File: config.mk
export PLATFORM = sky130hd
export DESIGN_NAME = hrrp_mul
export DESIGN_NICKNAME = d
export VERILOG_FILES = /design/src/rtl/hrrp_pkg.sv /design/src/rtl/hrrp_mul.sv
export SDC_FILE = /design/constraint.sdc
export NUM_CORES = 2
export LEC_CHECK = 0
export BUFFER_PORTS_ARGS = -buffer_cell sky130_fd_sc_hd__buf_2
export CORE_ASPECT_RATIO = 1.75
export CORE_MARGIN = 3
export CORE_UTILIZATION = 33
export CTS_CLUSTER_DIAMETER = 40
export DETAILED_ROUTE_END_ITERATION = 10
export GPL_ROUTABILITY_DRIVEN = 0
export SLEW_MARGIN = 20
export SYNTH_ARGS = -nofsm -noshare
export SYNTH_HDL_FRONTEND = slang
export SYNTH_SLANG_ARGS = --single-unit
File: constraint.sdc
create_clock -name i_clk -period 25.5 [get_ports i_clk]
set_clock_uncertainty 0.2 [all_clocks]
set_input_delay 5.1 -clock i_clk [delete_from_list [all_inputs] [get_ports i_clk]]
set_output_delay 5.1 -clock i_clk [all_outputs]
set_load 0.01 [all_outputs]
File: src/rtl/hrrp_pkg.sv
package hrrp_pkg;

    localparam int TOKEN_SLOTS  = 1024;
    localparam int MAX_NODES    = 64;
    localparam int MAX_REPLICAS = 8;

    localparam int SLOT_W  = $clog2(TOKEN_SLOTS);
    localparam int TC_W    = 11;
    localparam int NC_W    = 7;
    localparam int REP_W   = 4;
    localparam int OWNER_W = 6;
    localparam int HASH_W  = 64;
    localparam int KIND_W  = 2;
    localparam int CFG_IDX_W  = 2;
    localparam int CFG_DATA_W = 11;

    localparam logic [HASH_W-1:0] FNV_BASIS = 64'd14695981039346656037;
    localparam logic [HASH_W-1:0] FNV_PRIME = 64'd1099511628211;
    localparam logic [HASH_W-1:0] MIX_MUL   = 64'hd6e8feb86659fd93;

    typedef enum logic [KIND_W-1:0] {
        KIND_TOKEN = 2'd0,
        KIND_BYTE  = 2'd1,
        KIND_END   = 2'd2
    } t_kind;

    typedef enum logic [CFG_IDX_W-1:0] {
        CFG_TOKEN_COUNT = 2'd0,
        CFG_NODE_COUNT  = 2'd1,
        CFG_REPLICATION = 2'd2
    } t_cfg_idx;

    typedef enum logic [3:0] {
        S_IDLE,
        S_FNV_MUL,
        S_FIN_MUL,
        S_SCAN_RD,
        S_SCAN_CMP,
        S_WALK_RD,
        S_WALK_CMP,
        S_FLUSH,
        S_ERR
    } t_state;

    typedef struct packed {
        logic              start;
        logic [HASH_W-1:0] a;
        logic [HASH_W-1:0] b;
    } t_mul_req;

    typedef struct packed {
        logic              done;
        logic [HASH_W-1:0] p;
    } t_mul_rsp;

endpackage

File: src/rtl/hrrp_mul.sv
module hrrp_mul
    import hrrp_pkg::*;
(
    input  logic     i_clk,
    input  logic     i_rst_n,
    input  t_mul_req i_req,
    output t_mul_rsp o_rsp
);

    logic [HASH_W-1:0] r_a, r_b, r_prod, r_acc;
    logic [1:0]        r_cnt;
    logic              r_busy, r_done;
    logic [31:0]       w_x, w_y;
    logic [HASH_W-1:0] w_prod;

    // low*low, low*high, high*low; the high*high term falls off the top
    always_comb begin
        case (r_cnt)
            2'd1:    begin w_x = r_a[31:0];  w_y = r_b[63:32]; end
            2'd2:    begin w_x = r_a[63:32]; w_y = r_b[31:0];  end
            default: begin w_x = r_a[31:0];  w_y = r_b[31:0];  end
        endcase
    end

    assign w_prod = 64'(w_x) * 64'(w_y);

    always_ff @(posedge i_clk) begin
        if (!i_rst_n) begin
            r_busy <= 1'b0;
            r_done <= 1'b0;
            r_cnt  <= 2'd0;
        end else begin
            r_done <= 1'b0;
            if (i_req.start) begin
                r_busy <= 1'b1;
                r_cnt  <= 2'd0;
            end else if (r_busy) begin
                r_cnt <= r_cnt + 2'd1;
                if (r_cnt == 2'd3) begin
                    r_busy <= 1'b0;
                    r_done <= 1'b1;
                end
            end
        end
    end

    always_ff @(posedge i_clk) begin
        if (i_req.start) begin
            r_a <= i_req.a;
            r_b <= i_req.b;
        end else if (r_busy) begin
            r_prod <= w_prod;
            case (r_cnt)
                2'd0:    r_acc <= r_acc;
                2'd1:    r_acc <= r_prod;
                default: r_acc <= r_acc + {r_prod[31:0], 32'd0};
            endcase
        end
    end

    assign o_rsp.done = r_done;
    assign o_rsp.p    = r_acc;

endmodule

==> impl_metrics.json <==
{
  "fin_setup_tns_ns": 0,
  "wl_per_cell_um": 24.2,
  "cpMostUsedCell": "fa_1",
  "fmax_ghz": 0.0994,
  "num-nets-final": 5834,
  "insertion_delay_ns": 0.62,
  "dr.pass1.iters": 8,
  "ys.flop_type": "edfxtp_1",
  "grt_overflow": 0,
  "arrival_ns": 10.22,
  "hold_viol": 0,
  "syn_avg_cell_area_um2": 9.79,
  "port_buffers": 195,
  "vias": 32500,
  "netlist_top_cells_count": "inv_1 (902), fa_1 (897), nor2_1 (616)",
  "r2r-start": "r_cnt[0]",
  "multiInputGateArea_um2": 31500,
  "pin_count": 196,
  "holdCritPathClass": "register to register",
  "reg2regPathDepth": 26,
  "rrSetupSlack_ns": 15.44,
  "post_cts_buffers": 0,
  "synth.most_common_cell": "inv_1",
  "clk_pin_slew_ns": 0.06,
  "hold_buffers": 0,
  "maxCapViolCount": 0,
  "numCtsBuffers": 39,
  "ys_seq_elements": 260,
  "hold_start": "r_prod[35]",
  "die-height_um": 484,
  "wirelength_um": 150000,
  "maxSlewViolCount": 0,
  "antenna_found_initial": 4,
  "synth_top_area_cell": "fa_1",
  "status": "finished clean",
  "die_w_um": 279,
  "crit_path_max_incr_delay_ns": 0.75,
  "yosysWarningCount": 0,
  "slew_headroom": 0.254,
  "cts_resized": 0,
  "htree_levels": 2,
  "syn_to_final_growth_pct": 10.6,
  "netlist_area_um2": 43100,
  "grt_pass1_wl_um": 221000,
  "worstMarginPinSlew_ns": 1.10,
  "period_share": 0.395,
  "syn_inst": 4398,
  "initial_utilization": 0.334,
  "core_um2": 129000,
  "clockBufferDepth": 3,
  "fillers": 12900,
  "final-seq-area_um2": 7770,
  "critPathMaxFanout": 48,
  "grt_max_degree": 79,
  "grt_use_total": 0.224,
  "hold_depth": 2,
  "synth-seq-area-share": 0.180,
  "synth.area.top_cells": "fa_1 (42%), edfxtp_1 (18%), ha_1 (8.7%)",
  "r2r-end": "r_prod[63]",
  "cpMaxStageDelayCell": "buf_4",
  "drc": 0,
  "viasPerCell": 5.23,
  "min_to": "r_acc[35]",
  "synth_edf_count": 256,
  "dieArea_um2": 135000,
  "end_kind": "register",
  "syn_nets": 5725,
  "startpoint_type": "register",
  "cts_tree": "yes",
  "drt_iter0_drc": 2234,
  "grt_pass1_vias": 35400,
  "synth_top_area_share": 0.417,
  "drive_above_1_share": 0.101,
  "yosysUniqueCellTypes": 76,
  "async_flop_share": 0,
  "criticalPathCategory": "register to register",
  "required_ns": 25.66,
  "worstSetupStartpoint": "r_cnt[0]",
  "clock_sinks": 260,
  "dp_hpwl_um": 119000,
  "rsz0062_at_grt": "no",
  "ant_nets": 0,
  "rows": 174,
  "setup_viol": 0,
  "fin_crit_ns": 10.06,
  "cts-root-buf": "clkbuf_16"
}
area by class of cell:
type | count | area share
Tap cell | 1672 | 0.0439
Sequential cell | 260 | 0.163
Multi-Input combinational cell | 3044 | 0.661
Clock buffer | 40 | 0.0206
Timing Repair Buffer | 260 | 0.0309
Clock inverter | 32 | 0.00990
Inverter | 902 | 0.0711
Antenna cell | 1 | 0.0000525
worst max-delay path by stage:
stage                     slack, ns          to
after floorplan               15.20   r_acc[32]
after global placement        15.68  r_prod[62]
after detailed placement      15.49  r_prod[63]
after CTS                     15.46  r_prod[63]
after global routing          15.09  r_prod[63]
final                         15.44  r_prod[63]
state kept, by name, summed over array words and instances, names as in the netlist:
signal / flops
r_cnt: 2
r_prod: 64
r_b: 64
r_busy: 1
r_a: 64
r_acc: 64
r_done: 1
through the flow:
stage,area (µm²),hold slack (ns),cells,setup WS [ns],utilization
after floorplan,43100,0.298,4398,15.20,-
after global placement,46200,0.314,6138,15.68,0.358
after detailed placement,46200,0.315,6138,15.49,0.358
after CTS,47600,0.327,6210,15.46,0.369
after global routing,47600,0.340,6211,15.09,0.369
final,47600,0.329,6211,15.44,0.369
metal layers:
layer	track usage	up-vias	wire length, µm
met5	0	-	0
met4	0.184	0	15300
met3	0.0425	640	11900
met2	0.379	1729	72800
met1	0.242	16500	50200
li1	-	13600	-
cells by family after synthesis:
group | Yosys count | share of synthesized area
compound gates | 326 | 0.0493
xor+xnor | 81 | 0.0165
simple gates | 1312 | 0.123
fa+ha+maj | 1196 | 0.504
buf+inv | 1094 | 0.0956
mux | 129 | 0.0319
flops | 260 | 0.180
worst max-delay path: cells and delay by family (launching register included):
kind / cells / cell delay (ns)
AO/OA/AOI/OAI: 4 / 1.18
XOR/XNOR: 1 / 0.13
adder cells (fa/ha/maj): 10 / 4.76
buffers and inverters: 5 / 1.67
flip-flops: 1 / 0.38
multiplexers: 1 / 0.28
AND/OR/NAND/NOR: 5 / 1.06
placed cells by master, fill, tap and decap left out, types with 5 or more instances in the layout:
cell / count
inv_1: 902
fa_1: 897
nor2_1: 616
nand2_1: 545
ha_1: 297
edfxtp_1: 256
buf_2: 194
a21oi_1: 99
mux2_2: 65
buf_4: 65
o21ai_0: 60
xnor2_1: 45
a21o_1: 44
and2_1: 41
clkbuf_16: 39
xor2_1: 36
mux2i_2: 35
nand3_1: 22
mux2i_1: 19
nor3_1: 19
nand4_1: 18
and3_1: 15
o21bai_1: 14
o31ai_1: 13
o21a_1: 12
a31oi_1: 10
o21ai_1: 10
mux2i_4: 10
a211oi_1: 8
nor2b_1: 8
nand2b_1: 6
bufinv_16: 6
o211ai_1: 5
a21boi_0: 5
inv_8: 5
inv_6: 5
Power is left out: the tool's default activity adds up to more than one toggle a clock period on the data nets, which glitch-free logic cannot reach.
